File: src/hdl/wvd_pkg.sv
// ----------------------------------------------------------------------------
// wvd_pkg
// Types, codes and the window vote function shared by the debouncer files.
// ----------------------------------------------------------------------------
package wvd_pkg;

	localparam int CFG_W    = 4;
	localparam int CH_W     = 3;
	localparam int HIST_W   = 8;
	localparam int CNT_W    = 4;
	localparam int CFG_IDX_W = 1;

	typedef enum logic [1:0] {
		MODE_SAMPLE = 2'd0,
		MODE_CHECK  = 2'd1,
		MODE_INIT   = 2'd2
	} mode_t;

	localparam logic [CFG_IDX_W-1:0] CFG_SAMPLE_TIMES   = 1'b0;
	localparam logic [CFG_IDX_W-1:0] CFG_VOTE_THRESHOLD = 1'b1;

	localparam logic [CFG_W-1:0] SAMPLE_TIMES_RST   = 4'd5;
	localparam logic [CFG_W-1:0] VOTE_THRESHOLD_RST = 4'd3;

	// status codes: NONE written on init, FELL and ROSE on a level change
	localparam logic [HIST_W-1:0] STAT_NONE = 8'd0;
	localparam logic [HIST_W-1:0] STAT_FELL = 8'd1;
	localparam logic [HIST_W-1:0] STAT_ROSE = 8'd2;

	typedef struct packed {
		logic [1:0]        mode;
		logic [CH_W-1:0]   channel;
		logic              sample_bit;
		logic [HIST_W-1:0] init_bits;
		logic [HIST_W-1:0] expected_status;
		logic [HIST_W-1:0] clear_bits;
	} item_t;

	typedef struct packed {
		logic              level;
		logic [HIST_W-1:0] status;
		logic              matched;
	} result_t;

	// ones among the newest times bits of hist, compared with thr
	function automatic logic vote(input logic [HIST_W-1:0] hist,
			input logic [CFG_W-1:0] times, input logic [CFG_W-1:0] thr);
		logic [HIST_W-1:0] mask;
		logic [HIST_W-1:0] win;
		logic [CNT_W-1:0]  cnt;
		if (times >= CFG_W'(HIST_W)) begin
			mask = '1;
		end else begin
			mask = HIST_W'((9'd1 << times) - 9'd1);
		end
		win = hist & mask;
		cnt = '0;
		for (int i = 0; i < HIST_W; i++) begin
			cnt = cnt + CNT_W'(win[i]);
		end
		return (cnt >= thr);
	endfunction

endpackage

File: src/hdl/wvd_item_if.sv
// ----------------------------------------------------------------------------
// wvd_item_if
// Request channel of the debouncer: valid, ready and the request fields.
// ----------------------------------------------------------------------------
interface wvd_item_if;
	logic       valid;
	logic       ready;
	logic [1:0] mode;
	logic [2:0] channel;
	logic       sample_bit;
	logic [7:0] init_bits;
	logic [7:0] expected_status;
	logic [7:0] clear_bits;

	modport source (output valid, mode, channel, sample_bit, init_bits,
		expected_status, clear_bits, input ready);
	modport sink (input valid, mode, channel, sample_bit, init_bits,
		expected_status, clear_bits, output ready);
endinterface

File: src/hdl/wvd_result_if.sv
// ----------------------------------------------------------------------------
// wvd_result_if
// Result channel of the debouncer: valid, ready, level, status and match flag.
// ----------------------------------------------------------------------------
interface wvd_result_if;
	logic       valid;
	logic       ready;
	logic       level;
	logic [7:0] status;
	logic       matched;

	modport source (output valid, level, status, matched, input ready);
	modport sink (input valid, level, status, matched, output ready);
endinterface

File: src/hdl/wvd_state.sv
// ----------------------------------------------------------------------------
// wvd_state
// Per-channel history, level and status registers with their update logic.
// ----------------------------------------------------------------------------
module wvd_state #(
	parameter int CHANNELS = 8
) (
	input  logic                         clk,
	input  logic                         arst_n,
	input  logic                         upd,
	input  wvd_pkg::item_t               item,
	input  logic [wvd_pkg::CFG_W-1:0]    sample_times,
	input  logic [wvd_pkg::CFG_W-1:0]    vote_threshold,
	output wvd_pkg::result_t             res
);

	localparam int IDX_W = (CHANNELS > 1) ? $clog2(CHANNELS) : 1;

	logic [wvd_pkg::HIST_W-1:0] hist_q [CHANNELS];
	logic [wvd_pkg::HIST_W-1:0] stat_q [CHANNELS];
	logic [CHANNELS-1:0]        lvl_q;

	logic [IDX_W-1:0]           idx;
	logic                       in_range;
	logic [wvd_pkg::HIST_W-1:0] hist_cur, hist_nxt, stat_cur, stat_nxt, vote_word;
	logic                       lvl_cur, lvl_nxt, vote_now, matched;

	always_comb begin
		idx      = IDX_W'(item.channel);
		in_range = (32'(item.channel) < 32'(CHANNELS));
		hist_cur = in_range ? hist_q[idx] : '0;
		stat_cur = in_range ? stat_q[idx] : '0;
		lvl_cur  = in_range ? lvl_q[idx] : 1'b0;

		// init votes on the loaded word, sample on the shifted history
		if (item.mode == wvd_pkg::MODE_INIT) begin
			vote_word = item.init_bits;
		end else begin
			vote_word = {hist_cur[wvd_pkg::HIST_W-2:0], item.sample_bit};
		end
		vote_now = wvd_pkg::vote(vote_word, sample_times, vote_threshold);

		hist_nxt = hist_cur;
		stat_nxt = stat_cur;
		lvl_nxt  = lvl_cur;
		matched  = 1'b0;
		case (wvd_pkg::mode_t'(item.mode))
			wvd_pkg::MODE_SAMPLE: begin
				hist_nxt = vote_word;
				if (vote_now != lvl_cur) begin
					lvl_nxt  = vote_now;
					stat_nxt = vote_now ? wvd_pkg::STAT_ROSE : wvd_pkg::STAT_FELL;
				end
			end
			wvd_pkg::MODE_CHECK: begin
				if (stat_cur == item.expected_status) begin
					stat_nxt = stat_cur | item.clear_bits;
					matched  = in_range;
				end
			end
			wvd_pkg::MODE_INIT: begin
				hist_nxt = vote_word;
				lvl_nxt  = vote_now;
				stat_nxt = wvd_pkg::STAT_NONE;
			end
			default: begin
			end
		endcase

		res.level   = in_range & lvl_nxt;
		res.status  = in_range ? stat_nxt : '0;
		res.matched = matched;
	end

	always_ff @(posedge clk or negedge arst_n) begin
		if (!arst_n) begin
			for (int i = 0; i < CHANNELS; i++) begin
				hist_q[i] <= '0;
				stat_q[i] <= '0;
			end
			lvl_q <= '0;
		end else if (upd && in_range) begin
			hist_q[idx] <= hist_nxt;
			stat_q[idx] <= stat_nxt;
			lvl_q[idx]  <= lvl_nxt;
		end
	end

endmodule

File: src/hdl/window_vote_input_debouncer.sv
// ----------------------------------------------------------------------------
// window_vote_input_debouncer
// Multi-channel window vote debouncer with request and result channels.
// ----------------------------------------------------------------------------
// Requests enter on item (valid/ready) and name a channel and a mode: sample
// shifts a raw bit into the channel history and re-votes the level, check
// compares the status byte and ORs in marks on a match, init loads a whole
// history word. Every request gives one result on the result channel.
// The request is registered, then one pass through the popcount/compare and
// the channel state update writes the result register unless that register
// is stalled; one request per cycle is taken while the receiver does not
// stall, since the channel state is updated in the same cycle it is read.
// When the receiver stalls, the result register holds and the request
// register behind it holds too; ready drops only while both are full.
// The config port writes sample_times (index 0) and vote_threshold (index 1);
// the user must write it only while the block is idle, which is not enforced.
// Reset clears all channel histories, levels and status bytes, empties both
// registers and returns the config to 5 and 3.
// ----------------------------------------------------------------------------
module window_vote_input_debouncer #(
	parameter int CHANNELS = 8
) (
	input  logic                                clk,
	input  logic                                arst_n,
	wvd_item_if.sink                            item,
	wvd_result_if.source                        result,
	input  logic                                cfg_we,
	input  logic [wvd_pkg::CFG_IDX_W-1:0]       cfg_index,
	input  logic [wvd_pkg::CFG_W-1:0]           cfg_data
);

	logic [wvd_pkg::CFG_W-1:0] sample_times_q, vote_threshold_q;
	wvd_pkg::item_t            item_s1;
	logic                      valid_s1;
	wvd_pkg::result_t          res_comb, result_q;
	logic                      res_valid_q;
	logic                      adv;

	assign adv        = valid_s1 && (!res_valid_q || result.ready);
	assign item.ready = !valid_s1 || adv;

	always_ff @(posedge clk or negedge arst_n) begin
		if (!arst_n) begin
			sample_times_q   <= wvd_pkg::SAMPLE_TIMES_RST;
			vote_threshold_q <= wvd_pkg::VOTE_THRESHOLD_RST;
		end else if (cfg_we) begin
			case (cfg_index)
				wvd_pkg::CFG_SAMPLE_TIMES:   sample_times_q   <= cfg_data;
				wvd_pkg::CFG_VOTE_THRESHOLD: vote_threshold_q <= cfg_data;
				default: begin
				end
			endcase
		end
	end

	always_ff @(posedge clk or negedge arst_n) begin
		if (!arst_n) begin
			valid_s1    <= 1'b0;
			res_valid_q <= 1'b0;
		end else begin
			if (item.ready) begin
				valid_s1 <= item.valid;
			end
			if (adv) begin
				res_valid_q <= 1'b1;
			end else if (result.ready) begin
				res_valid_q <= 1'b0;
			end
		end
	end

	always_ff @(posedge clk) begin
		if (item.valid && item.ready) begin
			item_s1.mode            <= item.mode;
			item_s1.channel         <= item.channel;
			item_s1.sample_bit      <= item.sample_bit;
			item_s1.init_bits       <= item.init_bits;
			item_s1.expected_status <= item.expected_status;
			item_s1.clear_bits      <= item.clear_bits;
		end
		if (adv) begin
			result_q <= res_comb;
		end
	end

	wvd_state #(
		.CHANNELS (CHANNELS)
	) u_state (
		.clk            (clk),
		.arst_n         (arst_n),
		.upd            (adv),
		.item           (item_s1),
		.sample_times   (sample_times_q),
		.vote_threshold (vote_threshold_q),
		.res            (res_comb)
	);

	assign result.valid   = res_valid_q;
	assign result.level   = result_q.level;
	assign result.status  = result_q.status;
	assign result.matched = result_q.matched;

endmodule

File: src/flat_wrapper.sv
// flat-port wrapper written by rule: the top's interface ports become plain ports
module window_vote_input_debouncer_flat 
#(
	parameter int CHANNELS = 8
)
  (clk, arst_n, cfg_we, cfg_index, cfg_data, item_valid, item_mode, item_channel, item_sample_bit, item_init_bits, item_expected_status, item_clear_bits, item_ready, result_valid, result_level, result_status, result_matched, result_ready);
  wvd_item_if item_i ();
  wvd_result_if result_i ();
  input  logic clk;
  input  logic arst_n;
  input  logic cfg_we;
  input  logic [wvd_pkg::CFG_IDX_W-1:0] cfg_index;
  input  logic [wvd_pkg::CFG_W-1:0] cfg_data;
  input wire logic [$bits(item_i.valid)-1:0] item_valid;
  input wire logic [$bits(item_i.mode)-1:0] item_mode;
  input wire logic [$bits(item_i.channel)-1:0] item_channel;
  input wire logic [$bits(item_i.sample_bit)-1:0] item_sample_bit;
  input wire logic [$bits(item_i.init_bits)-1:0] item_init_bits;
  input wire logic [$bits(item_i.expected_status)-1:0] item_expected_status;
  input wire logic [$bits(item_i.clear_bits)-1:0] item_clear_bits;
  output wire logic [$bits(item_i.ready)-1:0] item_ready;
  output wire logic [$bits(result_i.valid)-1:0] result_valid;
  output wire logic [$bits(result_i.level)-1:0] result_level;
  output wire logic [$bits(result_i.status)-1:0] result_status;
  output wire logic [$bits(result_i.matched)-1:0] result_matched;
  input wire logic [$bits(result_i.ready)-1:0] result_ready;
  assign item_i.valid = item_valid;
  assign item_i.mode = item_mode;
  assign item_i.channel = item_channel;
  assign item_i.sample_bit = item_sample_bit;
  assign item_i.init_bits = item_init_bits;
  assign item_i.expected_status = item_expected_status;
  assign item_i.clear_bits = item_clear_bits;
  assign item_ready = item_i.ready;
  assign result_valid = result_i.valid;
  assign result_level = result_i.level;
  assign result_status = result_i.status;
  assign result_matched = result_i.matched;
  assign result_i.ready = result_ready;
  window_vote_input_debouncer #(.CHANNELS(CHANNELS)) u_core (.clk(clk), .arst_n(arst_n), .item(item_i), .result(result_i), .cfg_we(cfg_we), .cfg_index(cfg_index), .cfg_data(cfg_data));
endmodule
File: config.mk
export PLATFORM = sky130hd
export DESIGN_NAME = window_vote_input_debouncer_flat
export DESIGN_NICKNAME = d
export VERILOG_FILES = /design/src/hdl/wvd_pkg.sv /design/src/hdl/wvd_item_if.sv /design/src/hdl/wvd_result_if.sv /design/src/hdl/wvd_state.sv /design/src/hdl/window_vote_input_debouncer.sv /design/src/flat_wrapper.sv
export SDC_FILE = /design/constraint.sdc
export NUM_CORES = 1
export LEC_CHECK = 0
export BUFFER_PORTS_ARGS = -buffer_cell sky130_fd_sc_hd__buf_2
export CAP_MARGIN = 20
export CORE_MARGIN = 10
export CORE_UTILIZATION = 49
export CTS_CLUSTER_SIZE = 30
export DETAILED_ROUTE_END_ITERATION = 12
export HOLD_SLACK_MARGIN = 0.05
export PLACE_DENSITY = 0.67
export SYNTH_ARGS = -nofsm -noshare
export SYNTH_HDL_FRONTEND = slang
export SYNTH_SLANG_ARGS = --single-unit
File: constraint.sdc
create_clock -name clk -period 11.65 [get_ports clk]
set_input_delay 1.7475 -clock clk [delete_from_list [all_inputs] [get_ports clk]]
set_output_delay 1.7475 -clock clk [all_outputs]
set_load 0.02 [all_outputs]
# Word-level counts from Yosys, hierarchy flattened

Cells that the tools add are included.

Bits in registers: 186
Output and inout port bits: 12
Logic and storage cells: 93

Add/sub/neg operators: 8
Order comparisons: 6
Eq/ne operators: 4
Shifts and indexed selects: 1
Multiplexer cells: 27
Bitwise operators: 4
Reduce and logical (&&, ||, !) cells: 13

Operator list:

| kind                  | count |
|---|---|
| $bwmux W64            | 2 |
| $mux W8               | 10 |
| $bmux W8 S3           | 2 |
| $demux W8 S3          | 1 |
| $pmux W8 S3           | 1 |
| $add A4 B1 Y4         | 4 |
| $and A8 B8 Y8         | 1 |
| $bwmux W8             | 1 |
| $eq A8 B8 Y1          | 1 |
| $ge A4 B4 Y1 const B  | 2 |
| $or A8 B8 Y8          | 1 |
| $shl A1 B4 Y8 const A | 1 |
| $sub A8 B1 Y8 const B | 1 |
| $mux W1               | 6 |
| $add A3 B1 Y4         | 1 |
| $ge A4 B4 Y1          | 1 |
| $logic_and A1 B1 Y1   | 4 |
| $lt A3 B4 Y1 const B  | 1 |
| $lt A4 B1 Y1 const B  | 1 |
| $not A3 Y4            | 1 |
| $reduce_and A2 Y1     | 2 |
| $add A2 B1 Y3         | 1 |
| $bmux W1 S3           | 1 |
| $demux W1 S3          | 1 |
| 13 further kinds      | 15 |

# Logic depth before layout (Yosys ltp)

Gate-level depths: netlist (run 1).

Depth in word-level cells: 18
Depth in mapped cells: 30
Depth with buffers taken out: 25

# Modules after synthesis

From an unflattened synthesis (run 1), not the netlist that was laid out.

Cells, all modules: 814
Area total of the unflattened synthesis: 8,399.3 um^2

By module, submodules not included:

| module                      | instances | cells an instance | area each (um^2) | sequential area each (um^2) |
|---|---|---|---|---|
| wvd_state                   | 1         | 748               | 6,779.0          | 3,203.1 |
| window_vote_input_debouncer | 1         | 66                | 1,620.3          | 1,456.4 |

# Worst setup path before layout (run 1)

Ideal clock, no wire load.

Path type: flip-flop to flip-flop
From: register u_core.item_s1[25] (netlist name)
To: register u_core.u_state.stat_q[59] (netlist name)
Library setup time: 0.128 ns
Data arrival time: 6.590 ns
Required time: 11.522 ns
Setup slack: 4.932 ns
Cell stages (with the launch flop): 29
Buffers on the path: 6
Period minus slack after synthesis: 6.718 ns
Path through: edfxtp_1 buf_6 buf_2 buf_1 buf_2 buf_1 mux2i_1 nand2_1 o21ai_0 a21oi_1 fa_1 inv_1 fa_1 inv_1 fa_1 ha_1 fa_1 ha_1 a21o_1 a21o_1 a21oi_1 inv_1 ha_1 nor2b_1 or2_2 buf_1 nand2_1 o32ai_4 mux2_1

RTL lines:

| what                          | RTL line                          | text |
|---|---|---|
| start, declared               | window_vote_input_debouncer.sv:33 | `wvd_pkg::item_t item_s1;` |
| end signal, assigned by index | wvd_state.sv:84                   | `stat_q[idx] <= stat_nxt;` |
| end, declared                 | wvd_state.sv:20                   | `logic [wvd_pkg::HIST_W-1:0] stat_q [CHANNELS];` |

==> impl_metrics.tcl, run 1 <==
set metrics [dict create \
    status "finished clean" \
    cts_hold_buffers 0 \
    worstMarginPinSlew_ns 1.136 \
    die_area_sq_mm 0.02270 \
    p_leak_nw 4.250 \
    cp-end-kind "register" \
    wirelength_um 19240 \
    start_kind "register" \
    vias 5509 \
    max_cap_viol_count 0 \
    drt-pass1-iter-count 5 \
    initial_utilization_pct 50.26 \
    overflow 0 \
    netSwitchingFraction_pct 30.10 \
    die_x_um 150.7 \
    avgSynthCellArea_sq_um 12.21 \
    startpoint "u_core.item_s1[27]" \
    skew_ns 0.01247 \
    io_pins 52 \
    drt-vias-per-instance 5.733 \
    first_global_vias 5796 \
    place_congestion 0.8714 \
    yosysMostFrequentCell "dfrtp_1" \
    async_flop_share_pct 77.53 \
    hp-class "register to register" \
    grt_usage_pct 17.89 \
    multiInputGateArea_sq_mm 0.003456 \
    synth-seq-cells 178 \
    power_density_mw_per_mm2 196.1 \
    rr_worst_depth 25 \
    syn_nets 739 \
    crit_cells 25 \
    slew_viol_final 0 \
    hold_slack_ns 0.4843 \
    seqPwrFrac_pct 46.4 \
    synth_area_sq_mm 0.008364 \
    synthTopCellsByArea "dfrtp_1 40%, edfxtp_1 14%, mux2_2 11%" \
    clockPowerShare_pct 29.9 \
    synth_top_area_share_pct 40.09 \
    crit_family "adder cells" \
    post_cts_resize_count 0 \
    cp_common_cell "fa_1" \
    drtIter0Drc 441 \
    rrSetupSlack_ns 4.61 \
    peakVddDrop_uv 121.4 \
    wl_per_cell_um 20.02 \
    cp.arrival_ns 7.41 \
    grt_max_degree 81 \
    hpwl_um 13100 \
    r2r_end "u_core.u_state.stat_q[6]" \
    critPathKind "register to register" \
    cts_tree "built" \
    antenna_cells 0 \
    cts-root-to-sink-buffers 2 \
    timing.fmax_mhz 142.1 \
    place_ws_ns 4.660 \
    finalCritPeriodShare_pct 60.40 \
    drive_gt1_share_pct 26.18 \
    setup_viol 0 \
    rsz0062_at_grt "false" \
    io_buffers 51 \
    seq_area_sq_mm 0.004659 \
    critPathSlowestCell "fa_1" \
    ant_nets 0 \
    yosysSeqAreaShare_pct 55.71 \
    slew_headroom_pct 23.98 \
    core_area_sq_mm 0.01664 \
    crit_path_end "u_core.u_state.stat_q[6]" \
    finalHoldViolCount 0 \
    ys_warn_count 0 \
    synth_cell_types 58 \
    synth_top_flop_cell "dfrtp_1" \
    period_minus_slack_ns 7.037 \
    fillCellCount 1400 \
    drc 0 \
    insertion_delay_ns 0.43 \
    fin_ws_ns 4.613 \
    cp_max_fo 39 \
    comb_power_share_pct 23.7 \
    row_count 47 \
    cp_data_required_time_ns 12.02 \
    final_cells 961 \
    antenna_found_initial 0 \
    synth_edf_count 40 \
    cts_buffers 17 \
    cts_max_level 4 \
    cts_setup_buffers 0 \
    grt_pass1_wl_um 31480 \
    synthTopCellsByCount "134 x dfrtp_1, 109 x nand2_1, 81 x mux2_2, 56 x o21ai_0, 40 x edfxtp_1" \
    nNetsFinal 782 \
    max_stage_delay_ns 0.53 \
    r2r-start "u_core.item_s1[27]" \
    clkSinkCount 178 \
    dieHeight_um 150.7 \
    cp.buffers_inverters 4 \
    syn_inst 685 \
    p_int_w 0.001288 \
    setup_tns_ns 0 \
    switchingPower_w 0.0005546 \
    clk_root_buffer_cell "clkbuf_16" \
    dp.cells 927 \
    clk_pin_slew_ns 0.06 \
    yosysTopAreaCell "dfrtp_1" \
    syn2layout_area_growth_pct 12.31 \
]
[worst min path at each step]
stage,cells past startpoint,slack [ns],from,endpoint
5_1_grt,2,0.50,u_core.u_state.hist_q[29],u_core.u_state.hist_q[29]
4_1_cts,2,0.48,u_core.u_state.hist_q[32],u_core.u_state.hist_q[32]
6_report,2,0.48,u_core.u_state.lvl_q[4],u_core.u_state.lvl_q[4]
2_1_floorplan,2,0.44,u_core.u_state.hist_q[16],u_core.u_state.hist_q[16]
3_5_place_dp,2,0.47,u_core.u_state.hist_q[32],u_core.u_state.hist_q[32]
3_3_place_gp,2,0.46,u_core.u_state.hist_q[35],u_core.u_state.hist_q[35]
[cells by family (layout without fill, tap and decap cells)]
family          count (synthesis)  count (layout)  synth area share, %
compound gates                128             128                10.93
xor+xnor                        9               9               0.9425
fa+ha+maj                      14              14                2.453
buf+inv                        58             114                2.977
flops                         178             178                55.71
mux                           118             118                17.62
simple gates                  180             180                9.364
[placed cells by master (no fill, tap or decap), types with 6 or more instances in the layout]
cell type  synthesis  final
nand3_1            6      6
mux2_2            81     81
clkbuf_16          0     17
a22oi_1            6      6
o21ai_0           56     56
inv_1             20     20
ha_1              10     10
dfrtp_1          134    134
nor2b_1            6      6
mux2i_1           22     22
buf_4              2      9
a221oi_1           6      6
nor2_1            29     29
mux4_2             9      9
edfxtp_1          40     40
nand2_1          109    109
nand2b_1           9      9
xor2_1             6      6
a21oi_1           21     21
buf_2              7     50
[area by class of cell]
cell class	count	area share, %
Clock buffer	18	4.568
Clock inverter	14	1.478
Inverter	21	0.8391
Multi-Input combinational cell	449	36.79
Sequential cell	178	49.60
Tap cell	220	2.930
Timing Repair Buffer	61	3.796
[worst min-delay path: cells and delay by family (launching register included)]
family	cells	cell delay, ns
flops	1	0.34
simple gates	1	0.04
compound gates	1	0.06
[power by group through the flow]
| stage | clock [W] | combinational (W) | sequential, W |
|---|---|---|---|
| after floorplan | 0 | 0.000323 | 0.000846 |
| after global placement | 0 | 0.000416 | 0.000859 |
| after detailed placement | 0 | 0.000438 | 0.000863 |
| after CTS | 0.000560 | 0.000440 | 0.000854 |
| after global routing | 0.000587 | 0.000493 | 0.000873 |
| final | 0.000551 | 0.000436 | 0.000855 |
[registers in the layout, summed over array words and instances, names as in the netlist]
signal	flops
u_core.u_state.hist_q	56
u_core.u_state.lvl_q	8
u_core.result.status	8
u_core.u_state.stat_q	64
u_core.result.valid	1
u_core.vote_threshold_q	4
u_core.item_s1	30
u_core.result.level	1
u_core.valid_s1	1
u_core.result.matched	1
u_core.sample_times_q	4
[routing by layer]
layer | vias to the layer above | part of all wire (%) | track usage (%)
li1 | 2537 | - | -
met1 | 2819 | 43 | 22.12
met2 | 132 | 51 | 30.14
met3 | 21 | 4.7 | 4.682
met4 | 0 | 1.8 | 5.438
met5 | - | 0 | 0
[per-stage QoR]
step,total power [W],utilization [%],instance area [sq um]
final,0.001842,56.45,9394
after global routing,0.001953,56.45,9394
after CTS,0.001854,56.21,9355
after detailed placement,0.001302,52.80,8787
after global placement,0.001275,52.80,8787
after floorplan,0.001169,-,8364
(Power assumes the default switching activity.)
==> run 2, diff against run 1 <==
--- a/config.mk
+++ b/config.mk
@@ -5,6 +5,7 @@
 export SDC_FILE = /design/constraint.sdc
 export NUM_CORES = 1
 export LEC_CHECK = 0
+export ABC_AREA = 1
 export BUFFER_PORTS_ARGS = -buffer_cell sky130_fd_sc_hd__buf_2
 export CAP_MARGIN = 20
 export CORE_MARGIN = 10
@@ -12,7 +13,7 @@
 export CTS_CLUSTER_SIZE = 30
 export DETAILED_ROUTE_END_ITERATION = 12
 export HOLD_SLACK_MARGIN = 0.05
-export PLACE_DENSITY = 0.67
+export PLACE_DENSITY = 0.66
 export SYNTH_ARGS = -nofsm -noshare
 export SYNTH_HDL_FRONTEND = slang
 export SYNTH_SLANG_ARGS = --single-unit
==> constraint.sdc (replaced) <==
create_clock -name clk -period 6.7 [get_ports clk]
set_input_delay 1.005 -clock clk [delete_from_list [all_inputs] [get_ports clk]]
set_output_delay 1.005 -clock clk [all_outputs]
set_load 0.02 [all_outputs]
==> run 2 against run 1 <==
  * Design area rose by 4.0%
  * Sequential cell count is the same
  * Power grew 110%
  * Synthesized cell count grew 55%
==> impl_metrics.tcl, run 2 <==
set metrics [dict create \
    synth_cell_types 39 \
    final_cells 1355 \
    fillCellCount 1627 \
    io_buffers 51 \
    hold_slack_ns 0.4790 \
    layout_common_cells "437 x nand2_1, 134 x dfrtp_1, 114 x nand3_1" \
    largest_register_ffs 64 \
    post_cts_resize_count 0 \
    wl_per_cell_um 17.73 \
    hpwl_um 15440 \
    synth_area_sq_mm 0.008657 \
    period_minus_slack_ns 6.128 \
    vias 7303 \
    cp_max_fo 40 \
    dp.cells 1323 \
    row_count 48 \
    clk_root_buffer_cell "clkbuf_16" \
    overflow 0 \
    timing.fmax_mhz 163.2 \
    status "finished clean" \
    first_global_vias 7187 \
    max_stage_delay_ns 0.53 \
    reg_top3 "u_core.u_state.stat_q x64, u_core.u_state.hist_q x56, u_core.item_s1 x30" \
    syn_inst 1062 \
    cts_hold_buffers 0 \
    cp_data_required_time_ns 7.08 \
    synthTopCellsByArea "dfrtp_1 39%, nand2_1 19%, edfxtp_1 14%" \
    p_leak_nw 5.070 \
    grt_usage_pct 20.58 \
    insertion_delay_ns 0.44 \
    cts_buffers 17 \
    setup_tns_ns 0 \
    power.total_w 0.003806 \
    final_common_cell "nand2_1" \
    yosysMostFrequentCell "nand2_1" \
    hp-class "register to register" \
    cp.arrival_ns 6.50 \
    antenna_found_initial 0 \
    max_cap_viol_count 0 \
    grt_max_degree 77 \
    place_ws_ns 0.6379 \
    fin_ws_ns 0.5721 \
    syn_nets 1116 \
    core_area_sq_mm 0.01730 \
    peakVddDrop_uv 213.2 \
    slew_viol_final 0 \
    rsz0062_at_grt "false" \
    drc 0 \
    synthTopCellsByCount "437 x nand2_1, 134 x dfrtp_1, 114 x nand3_1, 110 x inv_1, 49 x o21ai_0" \
    nNetsFinal 1171 \
    yosysSeqAreaShare_pct 53.82 \
    ys_warn_count 0 \
    grt_pass1_wl_um 38840 \
    startpoint "u_core.item_s1[26]" \
    critPathKind "register to register" \
    r2r-start "u_core.item_s1[26]" \
    start_kind "register" \
    syn2layout_area_growth_pct 12.91 \
    drt-vias-per-instance 5.390 \
    synth_top_area_share_pct 38.73 \
    clkSinkCount 178 \
    clk_pin_slew_ns 0.07 \
    cts_tree "built" \
    min_from "u_core.u_state.stat_q[6]" \
    synth_top_flop_cell "dfrtp_1" \
    ant_nets 0 \
    setup_viol 0 \
    critPathSlowestCell "edfxtp_1" \
    cts_setup_buffers 0 \
    synth-seq-cells 178 \
    finalHoldViolCount 0 \
    cts-root-to-sink-buffers 2 \
    die_x_um 152.9 \
    cts_max_level 4 \
    top_register "u_core.u_state.stat_q" \
    finalCritPeriodShare_pct 91.46 \
    wirelength_um 24020 \
    skew_ns 0.01121 \
    dieHeight_um 152.9 \
    async_flop_share_pct 77.53 \
    antenna_cells 0 \
    cp-end-kind "register" \
    power_density_mw_per_mm2 389.4 \
    yosysTopAreaCell "dfrtp_1" \
    io_pins 52 \
    drt-pass1-iter-count 5 \
    initial_utilization_pct 50.05 \
    drive_gt1_share_pct 11.33 \
    die_area_sq_mm 0.02338 \
    worstMarginPinSlew_ns 1.013 \
    place_congestion 0.9119 \
    avgSynthCellArea_sq_um 8.152 \
    slew_headroom_pct 32.39 \
    cp_common_cell "inv_1" \
    drtIter0Drc 751 \
    synth_edf_count 40 \
]
run 2: cell types whose count changed after synthesis, sizes merged, moves of 13 or more:
cell   previous run  this run
inv              20       116
buf              23         9
nand3             6       115
mux4             13         0
mux2i            23         1
mux2             82         0
nand4             0        16
nand2           109       437
run 2: worst paths after layout:
| kind | endpoint | slack, ns | cells after the start |
|---|---|---|---|
| max | u_core.u_state.stat_q[21] | 0.57 | 29 |
| min | u_core.u_state.stat_q[6] | 0.48 | 2 |
| max reg2reg | u_core.u_state.stat_q[21] | 0.57 | 29 |
| min reg2reg | u_core.u_state.stat_q[6] | 0.48 | 2 |
| max in group asynchronous | u_core.u_state.stat_q[25] | 4.77 | 2 |
| min in group asynchronous | u_core.valid_s1 | 0.55 | 1 |
run 2: kinds of logic (layout without fill, tap and decap cells):
family,count (synthesis),after routing,synth area share (%)
compound gates,97,97,6.663
xor+xnor,1,1,0.1012
fa+ha+maj,14,14,2.370
buf+inv,154,222,7.068
flops,178,178,53.82
mux,1,1,0.1156
simple gates,617,617,29.86
run 2: metal layers:
layer,up-vias,share of wire (%),wire (um),track usage [%]
li1,3504,-,-,-
met1,3517,46,10960,28.21
met2,247,47,11320,32.61
met3,35,5.4,1303,3.423
met4,0,1.8,441,6.358
met5,-,0,0,0
run 2: per-stage QoR:
stage | util (%) | instance area (sq um)
final | 56.51 | 9774
after global routing | 56.51 | 9774
after CTS | 56.51 | 9774
after detailed placement | 53.13 | 9190
after global placement | 53.13 | 9190
after floorplan | - | 8657
run 2: worst max-delay path, delay by kind of cell (launching register included):
family / cells / cell delay, ns
simple gates: 11 / 1.25
buf+inv: 8 / 1.13
xor+xnor: 1 / 0.16
fa+ha+maj: 7 / 2.73
compound gates: 2 / 0.22
flops: 1 / 0.53
run 2: layout make-up:
type	instances	area, sq um	area share, %
well taps	225	281.5	2.880
clock inverters	9	106.4	1.088
flip-flops and latches	178	4659	47.67
multi-input cells	730	3396	34.74
clock buffers	23	478.0	4.890
inverters	121	456.7	4.672
repair buffers	69	396.6	4.058
run 2: where the power goes:
part	internal, W	leakage (nW)	switching, W	total [W]
registers	0.00148	2.18	0.000195	0.00167
logic	0.000395	2.60	0.000744	0.00114
clock network	0.000578	0.287	0.000415	0.000994
